`config.mk`:
```
export PLATFORM = sky130hd
export DESIGN_NAME = merge_sort_block_unit
export DESIGN_NICKNAME = d
export VERILOG_FILES = /design/src/msb_pkg.sv /design/src/merge_sort_block_unit.sv /design/src/msb_ram.sv
export SDC_FILE = /design/constraint.sdc
export NUM_CORES = 2
export LEC_CHECK = 0
export BUFFER_PORTS_ARGS = -buffer_cell sky130_fd_sc_hd__buf_2
export CAP_MARGIN = 20
export CORE_UTILIZATION = 45
export CTS_BUF_LIST = sky130_fd_sc_hd__clkbuf_2 sky130_fd_sc_hd__clkbuf_4 sky130_fd_sc_hd__clkbuf_8
export CTS_CLUSTER_SIZE = 14
export DETAILED_ROUTE_END_ITERATION = 16
export PLACE_DENSITY = 0.71
export SYNTH_ARGS = -nofsm -noshare
export SYNTH_HDL_FRONTEND = slang
export SYNTH_SLANG_ARGS = --single-unit
```
`constraint.sdc`:
```
create_clock -name aclk -period 4.1 [get_ports aclk]
set_input_delay 0.205 -clock aclk [delete_from_list [all_inputs] [get_ports aclk]]
set_output_delay 0.205 -clock aclk [all_outputs]
set_load 0.005 [all_outputs]
```
`src/msb_pkg.sv`:
```
// Shared constants and beat types for the merge sort block.
package msb_pkg;

    localparam int MAX_ITEMS = 16;
    localparam int VALUE_W   = 32;
    localparam int IDX_W     = $clog2(MAX_ITEMS);
    localparam int CNT_W     = $clog2(MAX_ITEMS + 1);
    localparam int POS_W     = CNT_W + 2;

    typedef struct packed {
        logic signed [VALUE_W-1:0] value;
        logic                      last;
    } in_t;

    typedef struct packed {
        logic signed [VALUE_W-1:0] value_res;
        logic                      last_out;
        logic                      overflow;
    } out_t;

endpackage

```
`src/merge_sort_block_unit.sv`:
```
// Merge sort block: collects a set of signed values, sorts it, streams it out.
//
// Values are taken one beat per cycle into buffer A until a beat marked last
// arrives; beats beyond MAX_ITEMS (16) are dropped and flagged as overflow on
// every result of that set. The set of n values is then sorted ascending by
// ceil(log2 n) bottom-up merge passes that move data between two ping-pong
// RAMs through one shared compare unit. Each merged element goes through a
// registered RAM read (S_READ), then a compare and write (S_MERGE), and each
// run begins with a setup state (S_SETUP). The sorted values then leave one
// at a time: each is read, loaded into the output register and held until
// m_ready, the final one marked by last_out. Input is not ready while a set
// is sorted or emitted.
module merge_sort_block_unit (
    input  logic           aclk,
    input  logic           aresetn,
    input  logic           s_valid,
    output logic           s_ready,
    input  msb_pkg::in_t   s_data,
    output logic           m_valid,
    input  logic           m_ready,
    output msb_pkg::out_t  m_data
);

    import msb_pkg::*;

    typedef enum logic [2:0] {
        S_LOAD,
        S_SETUP,
        S_READ,
        S_MERGE,
        S_OUT_READ,
        S_OUT_LOAD,
        S_OUT_WAIT
    } state_t;

    state_t             state_reg, state_next;
    logic [CNT_W-1:0]   fill_reg, fill_next;
    logic               dropped_reg, dropped_next;
    logic [CNT_W-1:0]   n_reg, n_next;
    logic [POS_W-1:0]   width_reg, width_next;
    logic [CNT_W-1:0]   lo_reg, lo_next;
    logic [CNT_W-1:0]   mid_reg, mid_next;
    logic [CNT_W-1:0]   hi_reg, hi_next;
    logic [CNT_W-1:0]   i_reg, i_next;
    logic [CNT_W-1:0]   j_reg, j_next;
    logic [CNT_W-1:0]   k_reg, k_next;
    logic               src_b_reg, src_b_next;
    logic               m_valid_reg, m_valid_next;
    out_t               m_data_reg, m_data_next;

    logic               in_beat;
    logic               store_ok;
    logic [VALUE_W-1:0] a_rd0, a_rd1, b_rd0, b_rd1;
    logic [VALUE_W-1:0] src_d0, src_d1;
    logic [IDX_W-1:0]   rd0_addr, rd1_addr, wr_addr;
    logic [VALUE_W-1:0] wr_data;
    logic               merge_we, we_a, we_b;
    logic               left_ok, right_ok, take_left;
    logic [VALUE_W-1:0] merged;
    logic [POS_W-1:0]   mid_sum, hi_sum, lo_step, width_dbl;
    logic [CNT_W-1:0]   k_inc;

    assign s_ready  = (state_reg == S_LOAD);
    assign in_beat  = s_valid && s_ready;
    assign store_ok = (fill_reg < CNT_W'(MAX_ITEMS));

    // Pick the source buffer's read data
    assign src_d0 = src_b_reg ? b_rd0 : a_rd0;
    assign src_d1 = src_b_reg ? b_rd1 : a_rd1;

    // Shared compare unit: ties take the right run
    assign left_ok   = (i_reg < mid_reg);
    assign right_ok  = (j_reg < hi_reg);
    assign take_left = left_ok && (!right_ok || ($signed(src_d0) < $signed(src_d1)));
    assign merged    = take_left ? src_d0 : src_d1;

    // Run bounds and step arithmetic
    assign mid_sum   = POS_W'(lo_reg) + width_reg;
    assign width_dbl = width_reg << 1;
    assign hi_sum    = POS_W'(lo_reg) + width_dbl;
    assign lo_step   = POS_W'(lo_reg) + width_dbl;
    assign k_inc     = k_reg + 1'b1;

    // Steer RAM ports
    assign merge_we = (state_reg == S_MERGE);
    assign we_a     = (in_beat && store_ok) || (merge_we && src_b_reg);
    assign we_b     = merge_we && !src_b_reg;
    assign wr_addr  = merge_we ? k_reg[IDX_W-1:0] : fill_reg[IDX_W-1:0];
    assign wr_data  = merge_we ? merged : s_data.value;
    assign rd0_addr = (state_reg == S_OUT_READ) ? k_reg[IDX_W-1:0] : i_reg[IDX_W-1:0];
    assign rd1_addr = j_reg[IDX_W-1:0];

    msb_ram #(.WIDTH(VALUE_W), .DEPTH(MAX_ITEMS)) u_ram_a (
        .aclk     (aclk),
        .wr_en    (we_a),
        .wr_addr  (wr_addr),
        .wr_data  (wr_data),
        .rd0_addr (rd0_addr),
        .rd1_addr (rd1_addr),
        .rd0_data (a_rd0),
        .rd1_data (a_rd1)
    );

    msb_ram #(.WIDTH(VALUE_W), .DEPTH(MAX_ITEMS)) u_ram_b (
        .aclk     (aclk),
        .wr_en    (we_b),
        .wr_addr  (wr_addr),
        .wr_data  (wr_data),
        .rd0_addr (rd0_addr),
        .rd1_addr (rd1_addr),
        .rd0_data (b_rd0),
        .rd1_data (b_rd1)
    );

    // Sequencer: load, merge passes, emit
    always_comb begin
        state_next   = state_reg;
        fill_next    = fill_reg;
        dropped_next = dropped_reg;
        n_next       = n_reg;
        width_next   = width_reg;
        lo_next      = lo_reg;
        mid_next     = mid_reg;
        hi_next      = hi_reg;
        i_next       = i_reg;
        j_next       = j_reg;
        k_next       = k_reg;
        src_b_next   = src_b_reg;
        m_valid_next = m_valid_reg;
        m_data_next  = m_data_reg;

        case (state_reg)
            S_LOAD: begin
                if (in_beat) begin
                    if (store_ok) begin
                        fill_next = fill_reg + 1'b1;
                    end else begin
                        dropped_next = 1'b1;
                    end
                    if (s_data.last) begin
                        n_next     = fill_next;
                        width_next = POS_W'(1);
                        lo_next    = '0;
                        k_next     = '0;
                        src_b_next = 1'b0;
                        state_next = (fill_next > CNT_W'(1)) ? S_SETUP : S_OUT_READ;
                    end
                end
            end
            S_SETUP: begin
                mid_next   = (mid_sum > POS_W'(n_reg)) ? n_reg : mid_sum[CNT_W-1:0];
                hi_next    = (hi_sum > POS_W'(n_reg)) ? n_reg : hi_sum[CNT_W-1:0];
                i_next     = lo_reg;
                j_next     = mid_next;
                k_next     = lo_reg;
                state_next = S_READ;
            end
            S_READ: begin
                state_next = S_MERGE;
            end
            S_MERGE: begin
                if (take_left) begin
                    i_next = i_reg + 1'b1;
                end else begin
                    j_next = j_reg + 1'b1;
                end
                k_next     = k_inc;
                state_next = S_READ;
                if (k_inc == hi_reg) begin
                    if (lo_step >= POS_W'(n_reg)) begin
                        // Pass done: swap buffers and double the run length
                        width_next = width_dbl;
                        src_b_next = !src_b_reg;
                        lo_next    = '0;
                        if (width_dbl >= POS_W'(n_reg)) begin
                            k_next     = '0;
                            state_next = S_OUT_READ;
                        end else begin
                            state_next = S_SETUP;
                        end
                    end else begin
                        lo_next    = lo_step[CNT_W-1:0];
                        state_next = S_SETUP;
                    end
                end
            end
            S_OUT_READ: begin
                state_next = S_OUT_LOAD;
            end
            S_OUT_LOAD: begin
                m_data_next.value_res = src_d0;
                m_data_next.last_out  = (k_inc == n_reg);
                m_data_next.overflow  = dropped_reg;
                m_valid_next          = 1'b1;
                state_next            = S_OUT_WAIT;
            end
            S_OUT_WAIT: begin
                if (m_ready) begin
                    m_valid_next = 1'b0;
                    k_next       = k_inc;
                    if (k_inc == n_reg) begin
                        fill_next    = '0;
                        dropped_next = 1'b0;
                        state_next   = S_LOAD;
                    end else begin
                        state_next = S_OUT_READ;
                    end
                end
            end
            default: begin
                state_next = S_LOAD;
            end
        endcase
    end

    // Hold state and registered outputs
    always_ff @(posedge aclk) begin
        if (!aresetn) begin
            state_reg   <= S_LOAD;
            fill_reg    <= '0;
            dropped_reg <= 1'b0;
            m_valid_reg <= 1'b0;
            src_b_reg   <= 1'b0;
        end else begin
            state_reg   <= state_next;
            fill_reg    <= fill_next;
            dropped_reg <= dropped_next;
            m_valid_reg <= m_valid_next;
            src_b_reg   <= src_b_next;
        end
        n_reg      <= n_next;
        width_reg  <= width_next;
        lo_reg     <= lo_next;
        mid_reg    <= mid_next;
        hi_reg     <= hi_next;
        i_reg      <= i_next;
        j_reg      <= j_next;
        k_reg      <= k_next;
        m_data_reg <= m_data_next;
    end

    assign m_valid = m_valid_reg;
    assign m_data  = m_data_reg;

endmodule

```
`src/msb_ram.sv`:
```
// Generic RAM: one write port, two registered read ports.
module msb_ram #(
    parameter int WIDTH = 32,
    parameter int DEPTH = 16
) (
    input  logic                     aclk,
    input  logic                     wr_en,
    input  logic [$clog2(DEPTH)-1:0] wr_addr,
    input  logic [WIDTH-1:0]         wr_data,
    input  logic [$clog2(DEPTH)-1:0] rd0_addr,
    input  logic [$clog2(DEPTH)-1:0] rd1_addr,
    output logic [WIDTH-1:0]         rd0_data,
    output logic [WIDTH-1:0]         rd1_data
);

    logic [WIDTH-1:0] mem [DEPTH];

    // Write one word, read two words each cycle
    always_ff @(posedge aclk) begin
        if (wr_en) begin
            mem[wr_addr] <= wr_data;
        end
        rd0_data <= mem[rd0_addr];
        rd1_data <= mem[rd1_addr];
    end

endmodule

```
After elaboration in Yosys (flattened, before gate mapping)
Memory sizes are Yosys's and may differ from the RTL's. A register that Yosys moved wholly into a read port is not among the register bits.
Cells that the tools add are included.
Widths: inputs -> output; s select.
Word-level totals
  bits in registers: 87
  output and inout bits: 36
  memories kept: 2
  logic and storage cells: 134
  input bits: 37
  bits in writable memories: 1024
Memories
  u_ram_a.mem: words 16, bits a word 32, rd ports 2, clocked after memory_dff 2, write ports 1, RTL line msb_ram.sv:16  | logic [WIDTH-1:0] mem [DEPTH];
  u_ram_b.mem: words 16, bits a word 32, rd ports 2, clocked after memory_dff 2, write ports 1, RTL line msb_ram.sv:16
Operators by class
  mux-type cells: 59
  reductions and logical operators: 25
  $add $sub $neg: 6
  order comparisons: 9
  equality and inequality tests: 17
Operators by type and width (number)
  $mux 32: 4
  $mux 5: 18
  $pmux 5 s2: 4
  $lt 32x32->1: 1
  $mux 7: 4
  $mux 3: 8
  $pmux 3 s7: 1
  $add 5x1->5 const B: 4
  $pmux 5 s4: 1
  $add 5x7->7: 2
  $ge 7x5->1: 2
  $gt 7x5->1: 2
  $pmux 7 s2: 1
  $mux 1: 13
  $reduce_and 4->1: 3
  $eq 5x5->1: 2
  $lt 5x5->1: 2
  $ne 2x1->1 const B: 5
  $reduce_and 5->1: 2
  $eq 3x3->1 const B: 3
  $mux 4: 2
  $ne 2x2->1 const B: 4
  $reduce_bool 2->1: 4
  $eq 3x2->1 const B: 2
  other kinds (11): 22

Longest topological paths before layout
  word-level depth: 9
  depth in mapped cells: 14
  depth with buffers taken out: 12

Modules after synthesis
A second synthesis with hierarchy kept.
Second synthesis, totals
  cell total of the unflattened synthesis: 2979
  area, all modules: 55114.1 µm²
Modules (own cells, without submodules)
  msb_ram: area each 24186.9 µm², sequential area each 16656.0 µm², instances 2, cells an instance 1141
  merge_sort_block_unit: area each 6740.2 µm², sequential area each 2502.4 µm², instances 1, cells an instance 697

Worst setup path after synthesis
OpenSTA, ideal clock, no wires.
  kind: reg-to-reg
  start: reg src_b_reg
  end: mem u_ram_a.mem[0][23], data pin
  path slack: 259 ps
  data arrival time: 3490 ps
  path buffers: 4
  clock period less this slack: 3841 ps
  stages on the path, launching flop included: 14
  data required time: 3749 ps
  cells stage by stage: dfxtp_1 > clkbuf_1 > clkbuf_1 > mux2_2 > ha_1 > a21o_1 > a2111oi_0 > o211ai_1 > nor2_1 > nand4_1 > and2_1 > buf_2 > buf_2 > a221o_1
Between the ends
  cells in the longest elaborated chain, start to end: 6
  elaborated cells between the ends (all ways): 7
  classes of those cells: 1 x order compare; 4 x mux; 2 x reduce/logical
RTL lines
  start: declaration: RTL line merge_sort_block_unit.sv:47  | logic src_b_reg, src_b_next;
  start signal: assignment: RTL line merge_sort_block_unit.sv:229  | src_b_reg <= src_b_next;
  $mux 32: RTL line merge_sort_block_unit.sv:68  | assign src_d0 = src_b_reg ? b_rd0 : a_rd0;
  named net src_d0[29]: RTL line merge_sort_block_unit.sv:54  | logic [VALUE_W-1:0] src_d0, src_d1;
  $lt 32x32->1: RTL line merge_sort_block_unit.sv:74  | assign take_left = left_ok && (!right_ok || ($signed(src_d0) < $signed(src_d1)));
  $logic_or 1x1->1: RTL line merge_sort_block_unit.sv:74
  $logic_and 1x1->1: RTL line merge_sort_block_unit.sv:74
  $mux 32: RTL line merge_sort_block_unit.sv:75  | assign merged = take_left ? src_d0 : src_d1;
  $mux 32: RTL line merge_sort_block_unit.sv:89  | assign wr_data = merge_we ? merged : s_data.value;
  named net u_ram_a.wr_data[23]: RTL line msb_ram.sv:9  | input logic [WIDTH-1:0] wr_data,
  end: declaration: RTL line msb_ram.sv:16
The timed path passes the listed nets, and every way through them passes these cells.

Worst setup path in the final report
  start: reg src_b_reg
  end: mem u_ram_a.mem[2][19], data pin
Same word-level chain as after synthesis.

==> out/metrics.cfg <==
[global_routing]
grt_start_max_net_pins=124
initial_antenna_violation_count=5
globalRouteMet2Util_pct=39.6
first_global_vias=37567
grt_util_all_layers_pct=26.2
globalRouteMet1Util_pct=36.5
grt_use_met3_pct=6.28
first_pass_grt_wire_length_um=248000
grt-busiest-layer=met2
total_overflow_reported_by_the_global_router=0

[die]
row_count=130
initial_utilization_pct=45.6
floorplan_core_area_sq_um=126000
die_height_um=359
chipWidth_um=359
dieArea_sq_um=129000
ios=73

[timing]
relative_slew_margins_pct=22.1
whs_ns=0.255
report.final.slew_viol_count=0
setup_total_negative_slack_ns=-7.97
setup_violations=386
fin_ws_ns=-0.0630
finalWorstPathRequiredPeriod_ns=4.16
achievable-frequency_ghz=0.240
max_slew.worst_pin.slew_ns=1.17
min_period_over_period_pct=102
final-hold-violation-count=0
worst_skew_ns=0.0494

[clock_network]
clkTransAtPathRegs_ns=0.07
tritoncts=built
clk_root_buffer_cell=clkbuf_8
post-cts-setup-buffers=0
clock_sink_count=1239
cts_max_level=4
clk_path_buf_depth=3
cts_buffers=186
clock_latency_late_sink_ns=0.91

[finish]
num-nets-final=4258
final_cells=5966
syn_to_final_growth_pct=14.0
final_core_utilization_pct=52.0
drive_above_1_share_pct=23.4
stdcell_area_sq_um=65500

[place]
preCtsSetupSlack_ns=0.0644
numPlacedInstances=5573
place.detailed.hpwl_um=98000
buffer_ports.inserted=72
placement.cell_area_sq_um=61100
globalplace.congestion=0.878

[yosys]
synthesis.yosys.warnings=0
ys_seq_area_share_pct=62.3
synth.net_count=4098
synth_top_area_share_pct=57.5
post_synth_inst_count=3993
most_frequently_used_flop_master_after_synthesis=edfxtp_1
post_synth_main_area_contributors=edfxtp_1, mux4_2, dfxtp_1
synth_area_per_cell_sq_um=14.4
top_cells_by_count_synth=edfxtp_1, nand2_1, a211oi_1
synthesis.area_sq_um=57500
post-synth-top-count-cell=edfxtp_1
number_of_enable_flip_flop_cells_after_synthesis=1100
synth.ff_latch_count=1239
synthDistinctLibCells=61
synth_top_cell_by_area=edfxtp_1
synthArstFlopShare_pct=0

[drt]
drc=0
drt-vias-per-instance=6.54
drt_pre_antenna_iters=6
final_antenna_net_count=0
drt-initial-drc-count=5834
wl_um=172000
dr_total_vias=39023
wire_per_inst_um=28.8

[worst_hold_path]
worstHoldEndpoint=m_valid$_SDFFE_PN0P_
hold_path_depth=4
hold_path.startpoint=aresetn
tightest_hold_check_type=input pin to register

[worst_setup_path]
ff2ff_setup_slack_ns=-0.06
cp-end-kind=register
critical_path_required_ns=4.72
critPathLaunchType=register
worstPathArrival_ns=4.78
rr_worst_depth=11
worstReg2RegEnd=u_ram_a.mem[2][19]$_DFFE_PP_
cp_max_fanout=32
worstSetupPathType=register to register
worst_r2r_startpoint=src_b_reg$_SDFFE_PN0P_

[run_status]
run_status=finished, violations left
violations=negative setup slack

[run]
max-cap-violations=0

[power_and_ir_drop]
power-per-cell-area_nw_per_um2=646
peakVddDrop_uv=557
cellLeakagePower_nw=21.5
power.total_mw=42.3

-- cell families (layout without fill, tap and decap cells) --
family | after synthesis | count (layout) | share of synthesized area, %
AOI/OAI and AO/OA | 896 | 896 | 10.9
other | 0 | 2 | 0
adders and majority gates | 68 | 68 | 1.51
buffers and inverters | 360 | 681 | 2.76
DFF | 1239 | 1239 | 62.3
xor gates and xnor gates | 28 | 28 | 0.440
and+or+nand+nor | 1007 | 1007 | 8.09
muxes | 395 | 395 | 13.9
-- report_power, final --
part / switching (mW) / internal (mW) / total, mW
combinational: 9.89 / 6.07 / 16.0
clock: 4.87 / 5.67 / 10.5
sequential: 0.617 / 15.2 / 15.8
-- final cells by class --
| class | count | area [sq um] |
|---|---|---|
| fillers | 10133 | 60600 |
| flip-flops and latches | 1239 | 35800 |
| multi-input cells | 2394 | 20400 |
| clock buffers | 303 | 3580 |
| repair buffers | 301 | 3180 |
| well taps | 1650 | 2060 |
| clock inverters | 46 | 325 |
| inverters | 31 | 119 |
| diodes | 2 | 5.00 |
-- routing by layer --
layer | up-vias | routed length, um
met5 | - | 13
met4 | 2 | 5850
met3 | 351 | 22400
met2 | 2599 | 77300
met1 | 19832 | 66000
li1 | 16239 | -
-- worst max-delay path by stage --
stage / to / start / cells past startpoint
2_1_floorplan: u_ram_a.mem[0][23]$_DFFE_PP_ / src_b_reg$_SDFFE_PN0P_ / 13
3_3_place_gp: u_ram_b.mem[3][14]$_DFFE_PP_ / src_b_reg$_SDFFE_PN0P_ / 11
3_5_place_dp: i_reg[1]$_DFFE_PP_ / src_b_reg$_SDFFE_PN0P_ / 11
4_1_cts: i_reg[0]$_DFFE_PP_ / src_b_reg$_SDFFE_PN0P_ / 11
5_1_grt: u_ram_a.mem[1][31]$_DFFE_PP_ / src_b_reg$_SDFFE_PN0P_ / 12
6_report: u_ram_a.mem[2][19]$_DFFE_PP_ / src_b_reg$_SDFFE_PN0P_ / 11
-- what timing repair did --
action | CTS | global route
hold buffers | 39 | 0
setup endpoints to repair | 0 | 509
resized for setup | 0 | 4
hold endpoints to repair | 1033 | 0
-- worst max-delay path, cell delays in order, from the launching register on --
cell	delay [ns]
dfxtp_4	0.50
buf_12	0.23
mux2_2	0.38
ha_1	0.33
a21oi_1	0.14
o21ai_0	0.22
o21ai_0	0.69
nand4_1	0.25
and2_2	0.29
buf_4	0.24
a221o_1	0.38
buf_12	0.18
-- cell usage in the layout (no fill, tap or decap), types with 8 or more instances in the layout --
cell type	n
xor2_1	8
a311oi_1	128
mux2_2	38
a21o_1	10
clkinvlp_4	9
xnor2_1	19
mux2i_1	32
ha_1	66
nor2_4	33
clkbuf_4	94
buf_12	78
nor2_1	52
o21ai_0	25
dfxtp_1	138
nand3_1	22
nand2_1	568
buf_4	108
a21oi_1	190
mux4_2	320
a221o_1	32
buf_2	72
and2_1	257
a211oi_1	326
dlygate4sd3_1	39
edfxtp_1	1100
nor3_1	15
nor2b_1	12
inv_1	30
o21a_1	10
clkbuf_8	209
and3_1	17
a31oi_1	136
clkinv_1	14
clkinv_2	15
(Power assumes the default switching activity.)
